File: config.mk
export PLATFORM = sky130hd
export DESIGN_NAME = sensor_status_spi_poller
export DESIGN_NICKNAME = d
export VERILOG_FILES = /design/src/rtl/ssp_pkg.sv /design/src/rtl/ssp_cfg.sv /design/src/rtl/ssp_seq.sv /design/src/rtl/ssp_outreg.sv /design/src/rtl/sensor_status_spi_poller.sv
export SDC_FILE = /design/constraint.sdc
export NUM_CORES = 1
export LEC_CHECK = 0
export BUFFER_PORTS_ARGS = -buffer_cell sky130_fd_sc_hd__buf_2
export CAP_MARGIN = 20
export CORE_MARGIN = 10
export CORE_UTILIZATION = 60
export CTS_CLUSTER_SIZE = 20
export DETAILED_ROUTE_END_ITERATION = 7
export GPL_TIMING_DRIVEN = 0
export HOLD_SLACK_MARGIN = 0.06
export PLACE_DENSITY = 0.81
export SLEW_MARGIN = 40
export SYNTH_ARGS = -nofsm -noshare
export SYNTH_HDL_FRONTEND = slang
export SYNTH_HIERARCHICAL = 1
export SYNTH_SLANG_ARGS = --single-unit
File: constraint.sdc
create_clock -name clk -period 3.46 [get_ports clk]
set_input_delay 0.519 -clock clk [delete_from_list [all_inputs] [get_ports clk]]
set_output_delay 0.519 -clock clk [all_outputs]
set_load 0.05 [all_outputs]
File: src/rtl/ssp_pkg.sv
`timescale 1ns / 1ps

package ssp_pkg;

	// default geometry of one register read
	localparam int ADDR_BITS_DEF = 9;
	localparam int DATA_BITS_DEF = 16;

	// sensor register addresses
	localparam logic [15:0] REG_ERR  = 16'd136;
	localparam logic [15:0] REG_TEMP = 16'd97;

	// configuration reset values
	localparam logic [15:0] HALF_PERIOD_RST = 16'd50;
	localparam logic [7:0]  TEMP_PERIOD_RST = 8'd16;

	// configuration register indexes
	typedef enum logic [0:0] {
		CFG_HALF_PERIOD = 1'b0,
		CFG_TEMP_PERIOD = 1'b1
	} cfg_idx_t;

	// pin sequencer phases
	typedef enum logic [3:0] {
		PH_IDLE    = 4'd0,
		PH_SEL_HI  = 4'd1,
		PH_SEL_LO  = 4'd2,
		PH_ADDR_LO = 4'd3,
		PH_ADDR_HI = 4'd4,
		PH_TA_LO   = 4'd5,
		PH_TA_HI   = 4'd6,
		PH_TA_LO2  = 4'd7,
		PH_DAT_HI  = 4'd8,
		PH_DAT_LO  = 4'd9,
		PH_TAIL    = 4'd10
	} phase_t;

	// live configuration
	typedef struct packed {
		logic [15:0] half_period_ticks;
		logic [7:0]  temp_period_frames;
	} cfg_t;

	// one result per tick
	typedef struct packed {
		logic       frame_ignored;
		logic       status_update;
		logic [7:0] die_temperature;
		logic [1:0] blackcal_error;
		logic       busy_res;
		logic       mosi;
		logic       sck;
		logic       nss;
	} res_t;

	localparam int RES_W = $bits(res_t);

endpackage

File: src/rtl/ssp_cfg.sv
`timescale 1ns / 1ps

module ssp_cfg (
	input  logic              clk,
	input  logic              arst_n,
	input  logic              cfg_valid,
	input  logic [0:0]        cfg_index,
	input  logic [15:0]       cfg_data,
	output ssp_pkg::cfg_t     cfg
);

	logic [15:0] half_q;
	logic [7:0]  period_q;

	// register writes, one per transfer
	always_ff @(posedge clk or negedge arst_n) begin
		if (!arst_n) begin
			half_q   <= ssp_pkg::HALF_PERIOD_RST;
			period_q <= ssp_pkg::TEMP_PERIOD_RST;
		end else if (cfg_valid) begin
			unique case (ssp_pkg::cfg_idx_t'(cfg_index))
				ssp_pkg::CFG_HALF_PERIOD: half_q   <= cfg_data;
				ssp_pkg::CFG_TEMP_PERIOD: period_q <= cfg_data[7:0];
				default: ;
			endcase
		end
	end

	assign cfg.half_period_ticks  = half_q;
	assign cfg.temp_period_frames = period_q;

endmodule

File: src/rtl/ssp_seq.sv
`timescale 1ns / 1ps

module ssp_seq #(
	parameter int ADDR_BITS = ssp_pkg::ADDR_BITS_DEF,
	parameter int DATA_BITS = ssp_pkg::DATA_BITS_DEF
) (
	input  logic           clk,
	input  logic           arst_n,
	input  logic           step,
	input  logic           cmd,
	input  logic           miso,
	input  ssp_pkg::cfg_t  cfg,
	output ssp_pkg::res_t  res
);

	localparam int MAXB   = (ADDR_BITS > DATA_BITS) ? ADDR_BITS : DATA_BITS;
	localparam int IDX_W  = (MAXB > 1) ? $clog2(MAXB) : 1;
	localparam int AIDX_W = (ADDR_BITS > 1) ? $clog2(ADDR_BITS) : 1;
	localparam int DIDX_W = (DATA_BITS > 1) ? $clog2(DATA_BITS) : 1;
	localparam logic [ADDR_BITS-1:0] ADDR_ERR  = ADDR_BITS'(ssp_pkg::REG_ERR);
	localparam logic [ADDR_BITS-1:0] ADDR_TEMP = ADDR_BITS'(ssp_pkg::REG_TEMP);
	localparam logic [IDX_W-1:0] ADDR_LAST = IDX_W'(ADDR_BITS - 1);
	localparam logic [IDX_W-1:0] DATA_LAST = IDX_W'(DATA_BITS - 1);

	ssp_pkg::phase_t        phase_q, phase_n, ent;
	logic [IDX_W-1:0]       bit_q, bit_n;
	logic [15:0]            wait_q, wait_n, half_eff;
	logic [DATA_BITS-1:0]   shift_q, shift_n;
	logic [31:0]            shift_ext;
	logic [7:0]             fc_q, fc_n;
	logic [8:0]             fc_inc;
	logic [7:0]             temp_q, temp_n;
	logic [1:0]             err_q, err_n, hold_q, hold_n;
	logic                   pend_q, pend_n, is_temp_q, is_temp_n;
	logic                   nss_q, nss_n, sck_q, sck_n, mosi_q, mosi_n;
	logic                   do_enter, ignored, upd;
	logic [ADDR_BITS-1:0]   addr_word;

	assign half_eff  = (cfg.half_period_ticks == 16'd0) ? 16'd1 : cfg.half_period_ticks;
	assign fc_inc    = {1'b0, fc_q} + 9'd1;
	assign shift_ext = 32'(shift_q);
	assign addr_word = is_temp_q ? ADDR_TEMP : ADDR_ERR;

	// next state of the pin sequencer for one tick
	always_comb begin
		phase_n   = phase_q;
		bit_n     = bit_q;
		wait_n    = wait_q;
		shift_n   = shift_q;
		fc_n      = fc_q;
		temp_n    = temp_q;
		err_n     = err_q;
		hold_n    = hold_q;
		pend_n    = pend_q;
		is_temp_n = is_temp_q;
		nss_n     = nss_q;
		sck_n     = sck_q;
		mosi_n    = mosi_q;
		do_enter  = 1'b0;
		ent       = phase_q;
		ignored   = 1'b0;
		upd       = 1'b0;

		if (phase_q == ssp_pkg::PH_IDLE) begin
			// frame request starts the error register read
			if (cmd) begin
				pend_n    = (fc_q == 8'd0);
				fc_n      = (fc_inc >= {1'b0, cfg.temp_period_frames}) ? 8'd0 : fc_inc[7:0];
				is_temp_n = 1'b0;
				shift_n   = '0;
				bit_n     = '0;
				do_enter  = 1'b1;
				ent       = ssp_pkg::PH_SEL_HI;
			end
		end else begin
			ignored = cmd;
			if (wait_q != 16'd0) begin
				wait_n = wait_q - 16'd1;
			end else begin
				do_enter = 1'b1;
				unique case (phase_q)
					ssp_pkg::PH_SEL_HI:  ent = ssp_pkg::PH_SEL_LO;
					ssp_pkg::PH_SEL_LO: begin
						bit_n = ADDR_LAST;
						ent   = ssp_pkg::PH_ADDR_LO;
					end
					ssp_pkg::PH_ADDR_LO: ent = ssp_pkg::PH_ADDR_HI;
					ssp_pkg::PH_ADDR_HI: begin
						if (bit_q == '0) begin
							ent = ssp_pkg::PH_TA_LO;
						end else begin
							bit_n = bit_q - IDX_W'(1);
							ent   = ssp_pkg::PH_ADDR_LO;
						end
					end
					ssp_pkg::PH_TA_LO:   ent = ssp_pkg::PH_TA_HI;
					ssp_pkg::PH_TA_HI:   ent = ssp_pkg::PH_TA_LO2;
					ssp_pkg::PH_TA_LO2: begin
						bit_n = DATA_LAST;
						ent   = ssp_pkg::PH_DAT_HI;
					end
					ssp_pkg::PH_DAT_HI:  ent = ssp_pkg::PH_DAT_LO;
					ssp_pkg::PH_DAT_LO: begin
						if (bit_q == '0) begin
							ent = ssp_pkg::PH_TAIL;
						end else begin
							bit_n = bit_q - IDX_W'(1);
							ent   = ssp_pkg::PH_DAT_HI;
						end
					end
					ssp_pkg::PH_TAIL: begin
						if (!is_temp_q && pend_q) begin
							// chain the temperature read, keep the error bits back
							hold_n    = shift_ext[1:0];
							pend_n    = 1'b0;
							is_temp_n = 1'b1;
							shift_n   = '0;
							bit_n     = '0;
							ent       = ssp_pkg::PH_SEL_HI;
						end else begin
							// publish and go idle
							if (is_temp_q) begin
								temp_n = shift_ext[7:0];
								err_n  = hold_q;
							end else begin
								err_n = shift_ext[1:0];
							end
							pend_n    = 1'b0;
							is_temp_n = 1'b0;
							upd       = 1'b1;
							do_enter  = 1'b0;
							phase_n   = ssp_pkg::PH_IDLE;
							wait_n    = 16'd0;
							bit_n     = '0;
							nss_n     = 1'b1;
							sck_n     = 1'b0;
							mosi_n    = 1'b0;
						end
					end
					default: ent = ssp_pkg::PH_IDLE;
				endcase
			end
		end

		// phase entry: reload the hold counter, set the pins and, entering PH_DAT_LO, capture miso
		if (do_enter) begin
			wait_n  = half_eff - 16'd1;
			phase_n = ent;
			unique case (ent)
				ssp_pkg::PH_SEL_HI: begin
					nss_n = 1'b1; sck_n = 1'b0; mosi_n = 1'b0;
				end
				ssp_pkg::PH_ADDR_LO: begin
					nss_n = 1'b0; sck_n = 1'b0;
					mosi_n = addr_word[bit_n[AIDX_W-1:0]];
				end
				ssp_pkg::PH_ADDR_HI: begin
					nss_n = 1'b0; sck_n = 1'b1;
				end
				ssp_pkg::PH_TA_HI, ssp_pkg::PH_DAT_HI: begin
					nss_n = 1'b0; sck_n = 1'b1; mosi_n = 1'b0;
				end
				ssp_pkg::PH_DAT_LO: begin
					nss_n = 1'b0; sck_n = 1'b0; mosi_n = 1'b0;
					shift_n[bit_n[DIDX_W-1:0]] = shift_q[bit_n[DIDX_W-1:0]] | miso;
				end
				ssp_pkg::PH_SEL_LO, ssp_pkg::PH_TA_LO, ssp_pkg::PH_TA_LO2,
				ssp_pkg::PH_TAIL: begin
					nss_n = 1'b0; sck_n = 1'b0; mosi_n = 1'b0;
				end
				default: begin
					phase_n = ssp_pkg::PH_IDLE;
					wait_n  = 16'd0;
					nss_n = 1'b1; sck_n = 1'b0; mosi_n = 1'b0;
				end
			endcase
		end
	end

	// sequencer state, advanced once per accepted tick
	always_ff @(posedge clk or negedge arst_n) begin
		if (!arst_n) begin
			phase_q   <= ssp_pkg::PH_IDLE;
			bit_q     <= '0;
			wait_q    <= '0;
			shift_q   <= '0;
			fc_q      <= '0;
			temp_q    <= '0;
			err_q     <= '0;
			hold_q    <= '0;
			pend_q    <= 1'b0;
			is_temp_q <= 1'b0;
			nss_q     <= 1'b1;
			sck_q     <= 1'b0;
			mosi_q    <= 1'b0;
		end else if (step) begin
			phase_q   <= phase_n;
			bit_q     <= bit_n;
			wait_q    <= wait_n;
			shift_q   <= shift_n;
			fc_q      <= fc_n;
			temp_q    <= temp_n;
			err_q     <= err_n;
			hold_q    <= hold_n;
			pend_q    <= pend_n;
			is_temp_q <= is_temp_n;
			nss_q     <= nss_n;
			sck_q     <= sck_n;
			mosi_q    <= mosi_n;
		end
	end

	// result fields show the state after this tick
	always_comb begin
		res.nss             = nss_n;
		res.sck             = sck_n;
		res.mosi            = mosi_n;
		res.busy_res        = (phase_n != ssp_pkg::PH_IDLE);
		res.blackcal_error  = err_n;
		res.die_temperature = temp_n;
		res.status_update   = upd;
		res.frame_ignored   = ignored;
	end

endmodule

File: src/rtl/ssp_outreg.sv
`timescale 1ns / 1ps

module ssp_outreg (
	input  logic           clk,
	input  logic           arst_n,
	input  logic           load,
	input  ssp_pkg::res_t  res,
	input  logic           take,
	output logic           room,
	output logic           valid,
	output ssp_pkg::res_t  data
);

	logic          valid_q;
	ssp_pkg::res_t data_q;

	// a new result may enter while the held one leaves
	assign room = !valid_q || take;

	always_ff @(posedge clk or negedge arst_n) begin
		if (!arst_n) begin
			valid_q <= 1'b0;
		end else if (load) begin
			valid_q <= 1'b1;
		end else if (take) begin
			valid_q <= 1'b0;
		end
	end

	always_ff @(posedge clk) begin
		if (load) begin
			data_q <= res;
		end
	end

	assign valid = valid_q;
	assign data  = data_q;

endmodule

File: src/rtl/sensor_status_spi_poller.sv
`timescale 1ns / 1ps
// Polls sensor status over a tick-driven SPI pin sequencer.
// Input stream: one transfer per tick; tuser carries the frame request flag,
// tdata bit 0 the miso level sampled on that tick.
// Output stream: one transfer per input transfer, in order, carrying the pin
// levels and status fields as they stand after that tick.
// Config channel: cfg_index 0 writes the SPI half period in ticks, 1 the
// number of frames between die temperature reads; always ready, write only
// while the stream is idle.
// Result: registered, valid in the cycle after its tick is taken.
// Throughput: one tick per cycle while the output receiver keeps tready high; the
// single sequencer register stage holds all pin and read state.
// Reset: chip select high, clock and data low, counters and status cleared,
// half period 50, temperature period 16; no result pending.
// Stall: while the output receiver holds tready low the held result stays and
// s_axis_tready drops, so no tick is taken and the sequencer does not advance.
module sensor_status_spi_poller #(
	parameter int ADDR_BITS = ssp_pkg::ADDR_BITS_DEF,
	parameter int DATA_BITS = ssp_pkg::DATA_BITS_DEF
) (
	input  logic        clk,
	input  logic        arst_n,
	input  logic        s_axis_tvalid,
	output logic        s_axis_tready,
	input  logic [7:0]  s_axis_tdata,   // [0] miso, [7:1] zero
	input  logic        s_axis_tuser,   // [0] cmd
	output logic        m_axis_tvalid,
	input  logic        m_axis_tready,
	// [0] nss, [1] sck, [2] mosi, [3] busy_res, [5:4] blackcal_error,
	// [13:6] die_temperature, [14] status_update, [15] frame_ignored
	output logic [15:0] m_axis_tdata,
	input  logic        cfg_valid,
	output logic        cfg_ready,
	input  logic [0:0]  cfg_index,
	input  logic [15:0] cfg_data
);

	ssp_pkg::cfg_t cfg;
	ssp_pkg::res_t res, out_res;
	logic          step, room;

	assign cfg_ready     = 1'b1;
	assign s_axis_tready = room;
	assign step          = s_axis_tvalid && room;

	ssp_cfg u_cfg (
		.clk       (clk),
		.arst_n    (arst_n),
		.cfg_valid (cfg_valid),
		.cfg_index (cfg_index),
		.cfg_data  (cfg_data),
		.cfg       (cfg)
	);

	ssp_seq #(
		.ADDR_BITS (ADDR_BITS),
		.DATA_BITS (DATA_BITS)
	) u_seq (
		.clk    (clk),
		.arst_n (arst_n),
		.step   (step),
		.cmd    (s_axis_tuser),
		.miso   (s_axis_tdata[0]),
		.cfg    (cfg),
		.res    (res)
	);

	ssp_outreg u_out (
		.clk    (clk),
		.arst_n (arst_n),
		.load   (step),
		.res    (res),
		.take   (m_axis_tready),
		.room   (room),
		.valid  (m_axis_tvalid),
		.data   (out_res)
	);

	// output field packing, highest bit first
	assign m_axis_tdata = {out_res.frame_ignored, out_res.status_update,
		out_res.die_temperature, out_res.blackcal_error, out_res.busy_res,
		out_res.mosi, out_res.sck, out_res.nss};

endmodule

==> summary.md <==
The run finished with clean final reports. The measured slew at the worst slew-check pin was 0.712 ns; the switching part of the total was 36.4%. The logs give 20.0% for the global-route usage over all layers and 0.0169 ns for the clock skew after layout. The cell with the largest stage delay on the worst path was or4b_2. The portion of synthesized area spent on multiplexers is 10.1%.

The combinational cell fraction of total power is 32.0%, and the number of setup violations in the final report is 0. The tools report the number of max-slew violations in the final report as 0. After synthesis, the mean cell area works out to 9.85 µm². The vertical extent of the die is 122 µm. The floorplan has 37 rows.

The share of total power dissipated in the clock network is 21.8%. Summing the areas of all fa, ha and maj instances in the mapped netlist gives 3.43% of the synthesized area. Synthesis produced a netlist whose cell count is 629.

IR analysis of the VDD net gives a maximum drop of 0.000298 V. Along the worst path, the maximum fanout reaches 10. TritonCTS built the clock tree. The category of the most critical setup path is reg2reg. The number of clock sinks was 102. For the worst setup path, the data arrival time is 3.52 ns. The path class of the lowest-slack min-delay path was in2reg.

The final hold violation count was 0. The worst setup path is launched from a flip-flop. The insertion delay to the later sink of the worst-skew pair is 0.38 ns.

The number of inserted filler cells in the final layout was 796; the final-stage net count was 741. Sequential cells burn 46.1% of the power. Once detail routing completed, the nets flagged for antenna violations numbered 0. After routing the design area is 6990 µm². By area, the combinational part of the netlist is dominated by simple AND/OR/NAND/NOR gates. Walking the worst path, the cells encountered are clkbuf_1, or4b_2, a21o_1, a311o_2, o211ai_1, inv_2, ha_1, nand2_1, o211a_1, o211ai_1, nand2_1, buf_4. Setup repair after global routing could not meet its margin everywhere. The routed wire length is 14.4 mm, and the first-pass GRT wire length is 24.4 mm. Summed over all failing endpoints, the final setup total negative slack is 0 ns.

The final cycle utilization of the critical path is 97.5%, and the number of antenna diodes is 0. Detailed routing inserted a total of 5,116 vias. Relative to the synthesized area, the layout overhead comes to 12.8%.

The run gives 296 MHz as the fmax. The worst setup path is captured at a flip-flop. Library cell used as clock root buffer: clkbuf_8. The instance area at placement was 6610 µm². Buffers placed on the I/O ports in this run total 41. The number of antenna violations at the first check in global routing is 0, and the combined area of all synthesized cells is 6190 µm². Entering global routing, the biggest net connects 62 pins.

Yosys mapped a number of flops with a built-in enable equal to 16. 50 I/O pins were placed. In the routed layout, each cell is associated on average with a via count of 6.13. The number of buffers on the longest clock path came out at 2. The TritonCTS buffer count was 9; the register bit count reported by yosys was 102. Total iterations of the first detailed-routing run: 5. Of the total synthesized cell area, the portion taken by XOR and XNOR cells is 2.54%. The leading register cell type out of synthesis is dfrtp_1. Cell internal power was estimated by the tool at 2190 µW. The die is 122 µm wide.

The H-tree generated during clock tree synthesis spans 3 levels. In this run the tightest slew margin relative to its limit is 52.2%. The net count after synthesis is 677. The clock-pin slew reported for the worst setup and hold paths after clock tree synthesis is 0.10 ns, and the layout cell share with drive strength beyond 1 is 25.9%. For the number of max-cap violations, the log shows 0. Grouping stages by cell kind, the critical path spends the most delay in compound AO/OA/AOI/OAI gates. Number of DRC violations after detailed-routing iteration 0: 471. The count of unique library cells instantiated by Yosys was 77. Once the floorplan was initialized, standard cells occupied 60.8% of the core. The largest stage delay on the critical path is 0.75 ns. After Yosys synthesis, and, or, nand and nor cells account for 19.5% of the synthesized area. For this run, asynchronously set or reset flops after synthesis account for 84.3%.

In the routed design, unresolved DRC markers number 0. The tools report the data required time at the worst endpoint as 3.61 ns. The via count of the first global-routing pass was 5,155.

The run gives 0 as the global route total overflow. Total power density per cell area: 493 nW/µm². The HPWL after detailed placement is 10.7 mm.

Counting both buffers and inverters, the worst setup path holds a total of 3. The Yosys step of the flow raised 6 warnings. For this run, the register share of the synthesized area comes to 42.6%.

The synthesized netlist devotes 16.9% of its cell area to compound gates. For the final RePlAce weighted congestion, the log shows 0.932. After detailed routing, the average wire length per cell comes to 17.2 µm.

In this run the power spent charging and discharging nets is 1260 µW. Summed over all cells, the static leakage comes to 0.00294 µW. The smallest clock period supported by the final layout is computed as 3.37 ns. Area of the core region: 10,200 µm². The area of the die was 14,800 µm².
final timing paths:
path	slack (ns)	start	endpoint	cells after the start
worst max-delay path	0.09	u_seq/phase_q[1]$_DFFE_PN0P_	u_out/data[2]$_DFFE_PP_	12
worst min-delay path	0.37	cfg_data[14]	u_cfg/half_q[14]$_DFFE_PN0P_	2
worst max register to register	0.09	u_seq/phase_q[1]$_DFFE_PN0P_	u_out/data[2]$_DFFE_PP_	12
worst min register to register	0.49	u_seq/shift_q[2]$_DFFE_PN0P_	u_seq/shift_q[2]$_DFFE_PN0P_	2
max in group asynchronous	2.27	arst_n	u_cfg/half_q[5]$_DFFE_PN1P_	3
min in group asynchronous	0.56	arst_n	u_seq/phase_q[3]$_DFFE_PN0P_	2
power groups by stage:
| stage | Combinational (µW) | Sequential [µW] | Clock (µW) |
|---|---|---|---|
| after floorplan | 787 | 1590 | 0 |
| after global placement | 1020 | 1570 | 0 |
| after detailed placement | 1060 | 1580 | 0 |
| after CTS | 1060 | 1570 | 778 |
| after global routing | 1220 | 1620 | 828 |
| final | 1100 | 1590 | 753 |
kinds of logic (layout without fill, tap and decap cells):
kind of cell / Yosys count / after routing
AO/OA/AOI/OAI: 150 / 150
adder cells (fa/ha/maj): 17 / 17
XOR/XNOR: 18 / 18
multiplexers: 53 / 53
AND/OR/NAND/NOR: 229 / 229
flip-flops: 102 / 102
other: 1 / 1
buffers and inverters: 59 / 128
cells in the final DEF (no fill, tap or decap), types with 6 or more instances in the layout:
cell type and instances:
a21o_1 7, a21oi_1 22, buf_2 42, buf_4 18, clkbuf_1 21, clkbuf_8 9, dfrtp_1 81, edfxtp_1 16
ha_1 17, inv_1 19, mux2_2 35, mux2_4 10, mux2i_1 8, nand2_1 65, nand2b_1 8, nand3_1 25
nand4_1 8, nor2_1 42, nor3_1 17, nor4_1 11, o211ai_1 6, o21ai_0 43, o21ai_2 8, o22ai_1 7
o31ai_1 12, or3_1 7, xnor2_1 11, xor2_1 7
Yosys cell counts (4+ instances only):
library cell	n	area share, %
clkbuf_1	23	1.4
xor2_1	7	0.99
a31o_2	4	0.57
buf_6	4	0.73
dfstp_2	5	2.1
o22ai_1	7	0.71
nor2b_1	5	0.50
o211ai_1	6	0.73
edfxtp_1	16	7.8
o21ai_0	43	3.5
nor2_1	42	2.5
buf_4	6	0.73
nand2_1	65	3.9
a21oi_1	22	1.8
mux2i_1	8	1.3
nor3b_1	4	0.48
and2_1	4	0.40
nand4_1	8	0.81
nor3_1	17	1.4
xnor2_1	11	1.6
o31ai_1	12	1.5
inv_1	21	1.3
nor4_1	15	1.5
or3_1	7	0.71
or4_1	6	0.73
mux2_2	35	6.4
nand3_1	25	2.0
and3_1	5	0.50
a211oi_1	4	0.48
dfrtp_1	81	33
nand2b_1	8	0.81
mux2_4	10	2.4
o21ai_2	8	1.1
a31oi_1	6	0.61
ha_1	17	3.4
a21o_1	7	0.85
state kept, by name, indices dropped and copies added, names as in the netlist:
signal / cells
u_seq/nss_q: 1
u_seq/hold_q: 2
u_seq/is_temp_q: 1
u_seq/temp_q: 8
u_seq/bit_q: 4
u_seq/pend_q: 1
u_seq/phase_q: 4
u_out/valid: 1
u_seq/sck_q: 1
u_seq/err_q: 2
u_cfg/period_q: 8
u_seq/wait_q: 16
u_out/data: 16
u_cfg/half_q: 16
u_seq/shift_q: 12
u_seq/mosi_q: 1
u_seq/fc_q: 8
layout make-up:
cell class / instances / area, µm² / area share, %
Buffer: 37 / 229 / 3.28
Clock buffer: 11 / 131 / 1.88
Clock inverter: 5 / 60.1 / 0.859
Inverter: 21 / 78.8 / 1.13
Multi-Input combinational cell: 468 / 3350 / 47.9
Sequential cell: 102 / 2640 / 37.8
Tap cell: 136 / 170 / 2.43
Timing Repair Buffer: 54 / 332 / 4.74
through the flow:
stage | cells | power (µW) | hold slack, ns | utilization [%] | worst slack [ns]
after floorplan | 629 | 2380 | 0.223 | - | 0.268
after CTS | 829 | 3410 | 0.350 | 67.6 | 0.0218
after global routing | 834 | 3670 | 0.345 | 68.6 | -0.104
final | 834 | 3450 | 0.371 | 68.6 | 0.0863
after detailed placement | 807 | 2650 | 0.408 | 64.9 | -0.234
after global placement | 806 | 2590 | 0.471 | 64.5 | -0.667
repair_timing:
action                                  CTS  global route
hold buffers                              1             0
pin swaps                                 3             3
endpoints found under the hold margin    24             0
endpoints found under the setup margin   29            36
buffers inserted                          6             5
gates resized for setup                   7            16
per-layer routing:
metal	routed length, µm	vias up	track usage (%)
met5	0	-	0
met1	5930	2441	25.2
met2	7190	205	33.3
li1	-	2442	-
met4	281	0	8.94
met3	969	28	3.19
Power figures use the tool's default switching activity.
